$ cat src/hdl/adu_pkg.sv
package adu_pkg;

    localparam logic [31:0] QNAN   = 32'h7FC0_0000;
    localparam logic [31:0] FP_ONE = 32'h3F80_0000;

    localparam logic [31:0] RST_LR    = 32'h3F80_0000;
    localparam logic [31:0] RST_RHO   = 32'h3F73_3333;
    localparam logic [31:0] RST_EPS   = 32'h3586_37BD;
    localparam logic [31:0] RST_SCALE = 32'h3F80_0000;

    localparam int CFG_IDX_W  = 2;
    localparam int DIV_STEPS  = 26;
    localparam int SQRT_STEPS = 25;

    // front stages plus three rounding stages
    localparam int LAT_MUL  = 4;
    localparam int LAT_ADD  = 5;
    localparam int LAT_DIV  = DIV_STEPS + 4;
    localparam int LAT_SQRT = SQRT_STEPS + 4;

    typedef enum logic [1:0] {
        FP_MUL,
        FP_ADD,
        FP_DIV,
        FP_SQRT
    } t_fpop;

    typedef enum logic [CFG_IDX_W-1:0] {
        CFG_LR,
        CFG_RHO,
        CFG_EPS,
        CFG_SCALE
    } t_cfg_idx;

    // unpacked operand: bit 23 of man has weight 2^ex (ex two's complement)
    typedef struct packed {
        logic        sign;
        logic        nan;
        logic        inf;
        logic        zero;
        logic [10:0] ex;
        logic [23:0] man;
    } t_unp;

    // unrounded result: bit 49 of man has weight 2^ex
    typedef struct packed {
        logic        nan;
        logic        inf;
        logic        zero;
        logic        sign;
        logic [10:0] ex;
        logic [49:0] man;
        logic        sticky;
    } t_raw;

    typedef struct packed {
        t_raw       raw;
        logic [5:0] lz;
    } t_rnd1;

    typedef struct packed {
        logic        nan;
        logic        inf;
        logic        zero;
        logic        sign;
        logic [7:0]  expf;
        logic [49:0] man;
        logic        sticky;
    } t_rnd2;

    typedef struct packed {
        t_unp        big;
        t_unp        sml;
        logic [10:0] diff;
        logic        eff_sub;
    } t_addf;

    typedef struct packed {
        logic        nan;
        logic        inf;
        logic        zero;
        logic        sign;
        logic [10:0] ex;
        logic [23:0] mb;
        logic [25:0] rem;
        logic [25:0] q;
    } t_div;

    typedef struct packed {
        logic        nan;
        logic        inf;
        logic        zero;
        logic        sign;
        logic [10:0] ex;
        logic [49:0] x;
        logic [27:0] rem;
        logic [24:0] root;
    } t_sqt;

    function automatic t_unp unpack(input logic [31:0] v);
        t_unp u;
        u.sign = v[31];
        u.nan  = (v[30:23] == 8'hFF) && (v[22:0] != 23'd0);
        u.inf  = (v[30:23] == 8'hFF) && (v[22:0] == 23'd0);
        u.zero = (v[30:0] == 31'd0);
        u.man  = {v[30:23] != 8'h00, v[22:0]};
        u.ex   = (v[30:23] == 8'h00) ? 11'h782 : ({3'b000, v[30:23]} - 11'd127);
        return u;
    endfunction

    function automatic logic [4:0] lzc24(input logic [23:0] v);
        logic [4:0] n;
        logic       found;
        n     = 5'd24;
        found = 1'b0;
        for (int i = 23; i >= 0; i--) begin
            if (!found && v[i]) begin
                n     = 5'(23 - i);
                found = 1'b1;
            end
        end
        return n;
    endfunction

    function automatic logic [5:0] lzc50(input logic [49:0] v);
        logic [5:0] n;
        logic       found;
        n     = 6'd50;
        found = 1'b0;
        for (int i = 49; i >= 0; i--) begin
            if (!found && v[i]) begin
                n     = 6'(49 - i);
                found = 1'b1;
            end
        end
        return n;
    endfunction

endpackage

$ cat src/hdl/adu_fpop.sv
module adu_fpop #(
    parameter adu_pkg::t_fpop OP = adu_pkg::FP_MUL
) (
    input  logic        i_clk,
    input  logic        i_en,
    input  logic [31:0] i_a,
    input  logic [31:0] i_b,
    output logic [31:0] o_y
);

    adu_pkg::t_raw  w_raw;
    adu_pkg::t_rnd1 r_r1;
    adu_pkg::t_rnd2 r_r2;
    adu_pkg::t_rnd2 n_r2;
    logic [31:0]    n_y;

    if (OP == adu_pkg::FP_MUL) begin : g_mul
        adu_pkg::t_raw r_mf;
        adu_pkg::t_raw n_mf;
        adu_pkg::t_unp ua;
        adu_pkg::t_unp ub;
        logic [47:0]   prod;

        always_comb begin
            ua          = adu_pkg::unpack(i_a);
            ub          = adu_pkg::unpack(i_b);
            prod        = ua.man * ub.man;
            n_mf.nan    = ua.nan | ub.nan | (ua.inf & ub.zero) | (ua.zero & ub.inf);
            n_mf.inf    = ua.inf | ub.inf;
            n_mf.zero   = ua.zero | ub.zero;
            n_mf.sign   = ua.sign ^ ub.sign;
            n_mf.ex     = ua.ex + ub.ex + 11'd1;
            n_mf.man    = {prod, 2'b00};
            n_mf.sticky = 1'b0;
        end

        always_ff @(posedge i_clk) begin
            if (i_en) begin
                r_mf <= n_mf;
            end
        end

        assign w_raw = r_mf;

    end else if (OP == adu_pkg::FP_ADD) begin : g_add
        adu_pkg::t_addf r_a1;
        adu_pkg::t_addf n_a1;
        adu_pkg::t_raw  r_a2;
        adu_pkg::t_raw  n_a2;
        adu_pkg::t_unp  ua;
        adu_pkg::t_unp  ub;
        logic           swap;
        logic [49:0]    a_full;
        logic [49:0]    b_full;
        logic [49:0]    b_sh;
        logic [49:0]    sum;
        logic           st;

        always_comb begin
            ua           = adu_pkg::unpack(i_a);
            ub           = adu_pkg::unpack(i_b);
            swap         = i_a[30:0] < i_b[30:0];
            n_a1.big     = swap ? ub : ua;
            n_a1.sml     = swap ? ua : ub;
            n_a1.diff    = n_a1.big.ex - n_a1.sml.ex;
            n_a1.eff_sub = ua.sign ^ ub.sign;
        end

        // align the smaller operand, fold shifted-out bits into the lsb
        always_comb begin
            a_full = {1'b0, r_a1.big.man, 25'd0};
            b_full = {1'b0, r_a1.sml.man, 25'd0};
            if (r_a1.diff >= 11'd50) begin
                b_sh = 50'd0;
                st   = |r_a1.sml.man;
            end else begin
                b_sh = b_full >> r_a1.diff[5:0];
                st   = |(b_full & ~({50{1'b1}} << r_a1.diff[5:0]));
            end
            b_sh[0]     = b_sh[0] | st;
            sum         = r_a1.eff_sub ? (a_full - b_sh) : (a_full + b_sh);
            n_a2.nan    = r_a1.big.nan | r_a1.sml.nan
                        | (r_a1.big.inf & r_a1.sml.inf & r_a1.eff_sub);
            n_a2.inf    = r_a1.big.inf | r_a1.sml.inf;
            n_a2.zero   = 1'b0;
            n_a2.sign   = (r_a1.eff_sub && sum == 50'd0) ? 1'b0 : r_a1.big.sign;
            n_a2.ex     = r_a1.big.ex + 11'd1;
            n_a2.man    = sum;
            n_a2.sticky = 1'b0;
        end

        always_ff @(posedge i_clk) begin
            if (i_en) begin
                r_a1 <= n_a1;
                r_a2 <= n_a2;
            end
        end

        assign w_raw = r_a2;

    end else if (OP == adu_pkg::FP_DIV) begin : g_div
        adu_pkg::t_div r_dv [0:adu_pkg::DIV_STEPS];
        adu_pkg::t_div n_d0;
        adu_pkg::t_unp ua;
        adu_pkg::t_unp ub;
        logic [4:0]    la;
        logic [4:0]    lb;

        always_comb begin
            ua        = adu_pkg::unpack(i_a);
            ub        = adu_pkg::unpack(i_b);
            la        = adu_pkg::lzc24(ua.man);
            lb        = adu_pkg::lzc24(ub.man);
            n_d0.nan  = ua.nan | ub.nan | (ua.zero & ub.zero) | (ua.inf & ub.inf);
            n_d0.inf  = ua.inf | ub.zero;
            n_d0.zero = ua.zero | ub.inf;
            n_d0.sign = ua.sign ^ ub.sign;
            n_d0.ex   = (ua.ex - {6'd0, la}) - (ub.ex - {6'd0, lb});
            n_d0.mb   = ub.man << lb;
            n_d0.rem  = {2'b00, ua.man << la};
            n_d0.q    = 26'd0;
        end

        always_ff @(posedge i_clk) begin
            if (i_en) begin
                r_dv[0] <= n_d0;
            end
        end

        // one restoring quotient bit per stage
        for (genvar k = 1; k <= adu_pkg::DIV_STEPS; k++) begin : g_it
            adu_pkg::t_div n_dv;
            logic [25:0]   diff;
            logic          qb;

            always_comb begin
                n_dv = r_dv[k-1];
                qb   = r_dv[k-1].rem >= {2'b00, r_dv[k-1].mb};
                diff = qb ? (r_dv[k-1].rem - {2'b00, r_dv[k-1].mb}) : r_dv[k-1].rem;
                n_dv.rem = {diff[24:0], 1'b0};
                n_dv.q   = {r_dv[k-1].q[24:0], qb};
            end

            always_ff @(posedge i_clk) begin
                if (i_en) begin
                    r_dv[k] <= n_dv;
                end
            end
        end

        always_comb begin
            w_raw.nan    = r_dv[adu_pkg::DIV_STEPS].nan;
            w_raw.inf    = r_dv[adu_pkg::DIV_STEPS].inf;
            w_raw.zero   = r_dv[adu_pkg::DIV_STEPS].zero;
            w_raw.sign   = r_dv[adu_pkg::DIV_STEPS].sign;
            w_raw.ex     = r_dv[adu_pkg::DIV_STEPS].ex;
            w_raw.man    = {r_dv[adu_pkg::DIV_STEPS].q, 24'd0};
            w_raw.sticky = r_dv[adu_pkg::DIV_STEPS].rem != 26'd0;
        end

    end else begin : g_sqrt
        adu_pkg::t_sqt r_sq [0:adu_pkg::SQRT_STEPS];
        adu_pkg::t_sqt n_s0;
        adu_pkg::t_unp ua;
        logic [4:0]    la;
        logic [23:0]   mn;
        logic [10:0]   en;
        logic [10:0]   ee;
        logic [24:0]   m25;

        // even exponent, radicand scaled so the root comes out 25 bits wide
        always_comb begin
            ua        = adu_pkg::unpack(i_a);
            la        = adu_pkg::lzc24(ua.man);
            mn        = ua.man << la;
            en        = ua.ex - {6'd0, la};
            m25       = en[0] ? {mn, 1'b0} : {1'b0, mn};
            ee        = en[0] ? (en - 11'd1) : en;
            n_s0.nan  = ua.nan | (ua.sign & ~ua.zero);
            n_s0.inf  = ua.inf;
            n_s0.zero = ua.zero;
            n_s0.sign = ua.sign;
            n_s0.ex   = {ee[10], ee[10:1]};
            n_s0.x    = {m25, 25'd0};
            n_s0.rem  = 28'd0;
            n_s0.root = 25'd0;
        end

        always_ff @(posedge i_clk) begin
            if (i_en) begin
                r_sq[0] <= n_s0;
            end
        end

        for (genvar k = 1; k <= adu_pkg::SQRT_STEPS; k++) begin : g_it
            localparam int I = adu_pkg::SQRT_STEPS - k;
            adu_pkg::t_sqt n_sq;
            logic [27:0]   tmp;
            logic [27:0]   trial;

            always_comb begin
                n_sq  = r_sq[k-1];
                tmp   = {r_sq[k-1].rem[25:0], r_sq[k-1].x[2*I+1:2*I]};
                trial = {1'b0, r_sq[k-1].root, 2'b01};
                if (tmp >= trial) begin
                    n_sq.rem  = tmp - trial;
                    n_sq.root = {r_sq[k-1].root[23:0], 1'b1};
                end else begin
                    n_sq.rem  = tmp;
                    n_sq.root = {r_sq[k-1].root[23:0], 1'b0};
                end
            end

            always_ff @(posedge i_clk) begin
                if (i_en) begin
                    r_sq[k] <= n_sq;
                end
            end
        end

        always_comb begin
            w_raw.nan    = r_sq[adu_pkg::SQRT_STEPS].nan;
            w_raw.inf    = r_sq[adu_pkg::SQRT_STEPS].inf;
            w_raw.zero   = r_sq[adu_pkg::SQRT_STEPS].zero;
            w_raw.sign   = r_sq[adu_pkg::SQRT_STEPS].sign;
            w_raw.ex     = r_sq[adu_pkg::SQRT_STEPS].ex;
            w_raw.man    = {r_sq[adu_pkg::SQRT_STEPS].root, 25'd0};
            w_raw.sticky = r_sq[adu_pkg::SQRT_STEPS].rem != 28'd0;
        end
    end

    // rounding back end: leading zero count, shift, round and pack
    logic signed [10:0] ex_n;
    logic signed [10:0] sh;
    logic signed [10:0] rsh;
    logic               st3;
    logic               up3;
    logic [31:0]        packed_y;

    always_comb begin
        ex_n        = $signed(r_r1.raw.ex) - $signed({5'd0, r_r1.lz});
        sh          = $signed(r_r1.raw.ex) + 11'sd126;
        rsh         = -sh;
        n_r2.nan    = r_r1.raw.nan;
        n_r2.inf    = r_r1.raw.inf;
        n_r2.zero   = r_r1.raw.zero | (r_r1.raw.man == 50'd0);
        n_r2.sign   = r_r1.raw.sign;
        n_r2.sticky = r_r1.raw.sticky;
        if (ex_n >= -11'sd126) begin
            n_r2.man  = r_r1.raw.man << r_r1.lz;
            n_r2.expf = 8'(ex_n + 11'sd127);
            if (ex_n > 11'sd127) begin
                n_r2.inf = 1'b1;
            end
        end else if (!sh[10]) begin
            n_r2.man  = r_r1.raw.man << sh[5:0];
            n_r2.expf = 8'd0;
        end else if (rsh >= 11'sd50) begin
            n_r2.man    = 50'd0;
            n_r2.expf   = 8'd0;
            n_r2.sticky = r_r1.raw.sticky | (r_r1.raw.man != 50'd0);
        end else begin
            n_r2.man    = r_r1.raw.man >> rsh[5:0];
            n_r2.expf   = 8'd0;
            n_r2.sticky = r_r1.raw.sticky
                        | (|(r_r1.raw.man & ~({50{1'b1}} << rsh[5:0])));
        end
    end

    always_comb begin
        st3      = r_r2.sticky | (|r_r2.man[24:0]);
        up3      = r_r2.man[25] & (st3 | r_r2.man[26]);
        // a carry out of the fraction bumps the exponent, up to infinity
        packed_y = {r_r2.sign, r_r2.expf, r_r2.man[48:26]} + {31'd0, up3};
        priority if (r_r2.nan) begin
            n_y = adu_pkg::QNAN;
        end else if (r_r2.inf) begin
            n_y = {r_r2.sign, 8'hFF, 23'd0};
        end else if (r_r2.zero) begin
            n_y = {r_r2.sign, 31'd0};
        end else begin
            n_y = packed_y;
        end
    end

    always_ff @(posedge i_clk) begin
        if (i_en) begin
            r_r1.raw <= w_raw;
            r_r1.lz  <= adu_pkg::lzc50(w_raw.man);
            r_r2     <= n_r2;
            o_y      <= n_y;
        end
    end

endmodule

$ cat config.mk
export PLATFORM = sky130hd
export DESIGN_NAME = adu_fpop
export DESIGN_NICKNAME = d
export VERILOG_FILES = /design/src/hdl/adu_pkg.sv /design/src/hdl/adu_fpop.sv
export SDC_FILE = /design/constraint.sdc
export NUM_CORES = 2
export LEC_CHECK = 0
export BUFFER_PORTS_ARGS = -buffer_cell sky130_fd_sc_hd__clkbuf_2
export CORE_UTILIZATION = 55
export DETAILED_ROUTE_END_ITERATION = 8
export GPL_TIMING_DRIVEN = 0
export PLACE_DENSITY_LB_ADDON = 0.3
export SETUP_SLACK_MARGIN = 0.15
export SYNTH_ARGS = -nofsm -noshare
export SYNTH_HDL_FRONTEND = slang
export SYNTH_SLANG_ARGS = --single-unit
$ cat constraint.sdc
create_clock -name i_clk -period 6.9 [get_ports i_clk]
set_input_delay 0.345 -clock i_clk [delete_from_list [all_inputs] [get_ports i_clk]]
set_output_delay 0.345 -clock i_clk [all_outputs]
set_load 0.01 [all_outputs]
==> results.cfg <==
[outcome]
outcome = finished, violations left
violations = negative setup slack

[sta]
fin_crit_ns = 7.045
final_max_slew_viol_count = 0
max_freq_mhz = 141.9
max_slew_margin_pct = 11.68
rsz0062_at_grt = true
hold_viol = 0
fin_worst_skew_ns = 0.04988
tightest_slew_ns = 1.313
finalCritPeriodShare_pct = 102.1
fin_setup_tns_ns = -0.4374
setup_violations = 5
setup_ws_ns = -0.1449

[routing]
wl_mm = 150.4
via_count = 34622
routedWlPerCell_um = 28.60
initialDrtViolationCount = 4753
drc = 0
drtPass1Iterations = 9
viasPerCell = 6.581
ant_nets = 0

[logic_synthesis]
synth_common_cells = nand2_1 (598), inv_1 (541), fa_1 (484), nor2_1 (345), and2_1 (228)
syn-cell-area_mm2 = 0.03776
netlist_top_cells_area = fa_1 (26%), edfxtp_1 (18%), ha_1 (6.8%), mux4_2 (6.1%), nand2_1 (5.9%)
synth_enable_flop_cells = 226
mappedNetlistNets = 4954
ys.flop_type = edfxtp_1
yosysTopAreaCell = fa_1
syn_avg_cell_area_um2 = 8.990
synth-seq-area-share_pct = 17.97
synthCells = 4200
yosysWarnings = 0
yosysMostFrequentCell = nand2_1
yosys_register_bits = 226
synth-async-reset-ratio_pct = 0
synth.top_cell.area_share_pct = 25.66
synth_cell_type_count = 86

[place]
hpwl_mm = 119.6
post-place-cells = 5166
place_congestion = 1.127
pre_cts_slack_ns = -1.846
io_buffers = 91

[floorplan]
die_h_um = 264.0
dieArea_mm2 = 0.06971
die-width_um = 264.0
core_mm2 = 0.06751
io_pins = 98
initial_core_util_pct = 55.93
num_rows = 95

[min_path]
hp-class = in -> reg

[critical_path]
cp-end-kind = flip-flop
critPathArrivalTime_ns = 7.33
worstSetupPathType = in -> reg
crit_path_start_kind = primary input
worst-endpoint-required_ns = 7.19
crit_path_max_fanout = 5

[clocking]
h-tree-depth = 1
worstSkewPairLatency_ns = 0.59
cts_buffers = 26
tritoncts = yes
cts.sink_count = 226
ctsHoldBuffers = 0
clockBufferDepth = 3
clk_transition_reported_paths_ns = 0.06
ctsRootBufferMaster = clkbuf_16

[grt]
grt_pass1_vias = 33104
grt_pass1_wl_mm = 216.9
antenna_found_initial = 10
grt.overflow.total = 0
grt_max_degree = 115
grt_usage_pct = 42.68

[cells_and_area]
area_growth_pct = 10.10
final_nets = 5119
multi_input_area_mm2 = 0.02839
final_cells = 5261
nFillCells = 5833
seq_area_mm2 = 0.006787
drive_gt1_share_pct = 12.87

[run]
maxCapViolations = 0
==> worst max-delay path: stages <==
cell and delay [ns]:
buf_8 0.09, or4_4 0.53, nor3_4 0.20, nand2_4 0.09, buf_6 0.12, buf_6 0.13, clkbuf_16 0.16, nand2_4 0.07
fa_1 0.43, fa_1 0.51, fa_1 0.43, fa_1 0.55, fa_1 0.44, fa_1 0.50, inv_1 0.05, fa_1 0.43
ha_1 0.29, clkbuf_8 0.15, a211oi_4 0.21, o211ai_1 0.15, a41o_1 0.26, or4_4 0.44, o21ai_4 0.19, o21ai_4 0.08
a21o_1 0.20, a21oi_2 0.15, xnor2_1 0.09
==> state kept, by name (all words and copies together) (netlist names) <==
name and cells:
g_mul.r_mf 63, n_r2 2, o_y 32, r_r1 67, r_r2 62
==> layer usage <==
metal,share of wire (%),up-vias,GRT usage (%)
met5,0.023,-,0.2772
met4,5.2,6,17.03
met3,15,556,17.18
met2,41,2664,59.00
met1,39,17036,59.42
li1,-,14360,-
==> cell families (layout without fill, tap and decap cells) <==
family / count (synthesis) / after routing / synth area share (%)
and+or+nand+nor: 1474 / 1474 / 18.03
buffers and inverters: 840 / 1022 / 8.592
adders and majority gates: 688 / 688 / 32.42
AOI/OAI and AO/OA: 610 / 610 / 10.18
muxes: 248 / 248 / 10.05
DFF: 226 / 226 / 17.97
xor gates and xnor gates: 114 / 114 / 2.764
other: 0 / 6 / 0
==> through the flow <==
stage	hold slack [ns]	util (%)	instance area, um2
floorplan	0.4003	-	37870
global placement	0.4041	58.39	39420
detailed placement	0.4055	58.45	39460
CTS	0.09002	60.61	40920
global route	0.1043	61.56	41560
finish	0.09606	61.58	41570
==> worst paths after layout <==
check	start	endpoint	slack, ns	cells after the start
setup / recovery	i_b[27]	g_mul.r_mf[47]$_DFFE_PP_	-0.14	27
hold / removal	i_a[31]	g_mul.r_mf[62]$_DFFE_PP_	0.1	2
setup reg to reg	r_r1[57]$_DFFE_PP_	r_r2[5]$_DFFE_PP_	0.11	14
hold reg to reg	g_mul.r_mf[53]$_DFFE_PP_	r_r1[59]$_DFFE_PP_	0.42	0
==> layout make-up <==
type	instances	area share [%]
Timing Repair Buffer	137	2.266
Multi-Input combinational cell	3134	68.28
Clock buffer	33	1.628
Inverter	545	4.927
Buffer	295	3.660
Clock inverter	12	0.2528
Tap cell	873	2.627
Sequential cell	226	16.32
Antenna cell	6	0.03611
==> cell usage in the layout (no fill, tap or decap), types with 12 or more instances in the layout <==
cell	n
nand2_1	589
inv_1	537
fa_1	480
nor2_1	342
and2_1	227
edfxtp_1	226
ha_1	194
a21oi_1	148
clkbuf_1	139
o21ai_0	133
clkbuf_2	120
mux2i_1	117
mux4_2	102
nand3_1	81
xnor2_1	59
buf_2	53
buf_4	48
xor2_1	45
nor3_1	42
o211ai_1	42
a31oi_1	39
a211oi_1	35
nor4_1	30
clkbuf_16	29
o22ai_1	29
mux2_2	29
buf_6	27
nand4_1	26
a21o_1	26
clkbuf_4	23
and3_1	20
buf_1	19
or3_1	19
nand2b_1	17
o21a_1	14
or4_1	14
o21ai_1	12
o221ai_1	12
==> repair_timing <==
item                       in CTS  in global routing
pin swaps                      40                 41
gates cloned                    1                  0
resized for setup             139                245
buffers inserted               27                 16
hold endpoints to repair        0                  0
setup endpoints to repair      26                 24
Power is left out: the tool's default activity adds up to more than one toggle a clock period on the data nets, which glitch-free logic cannot reach.
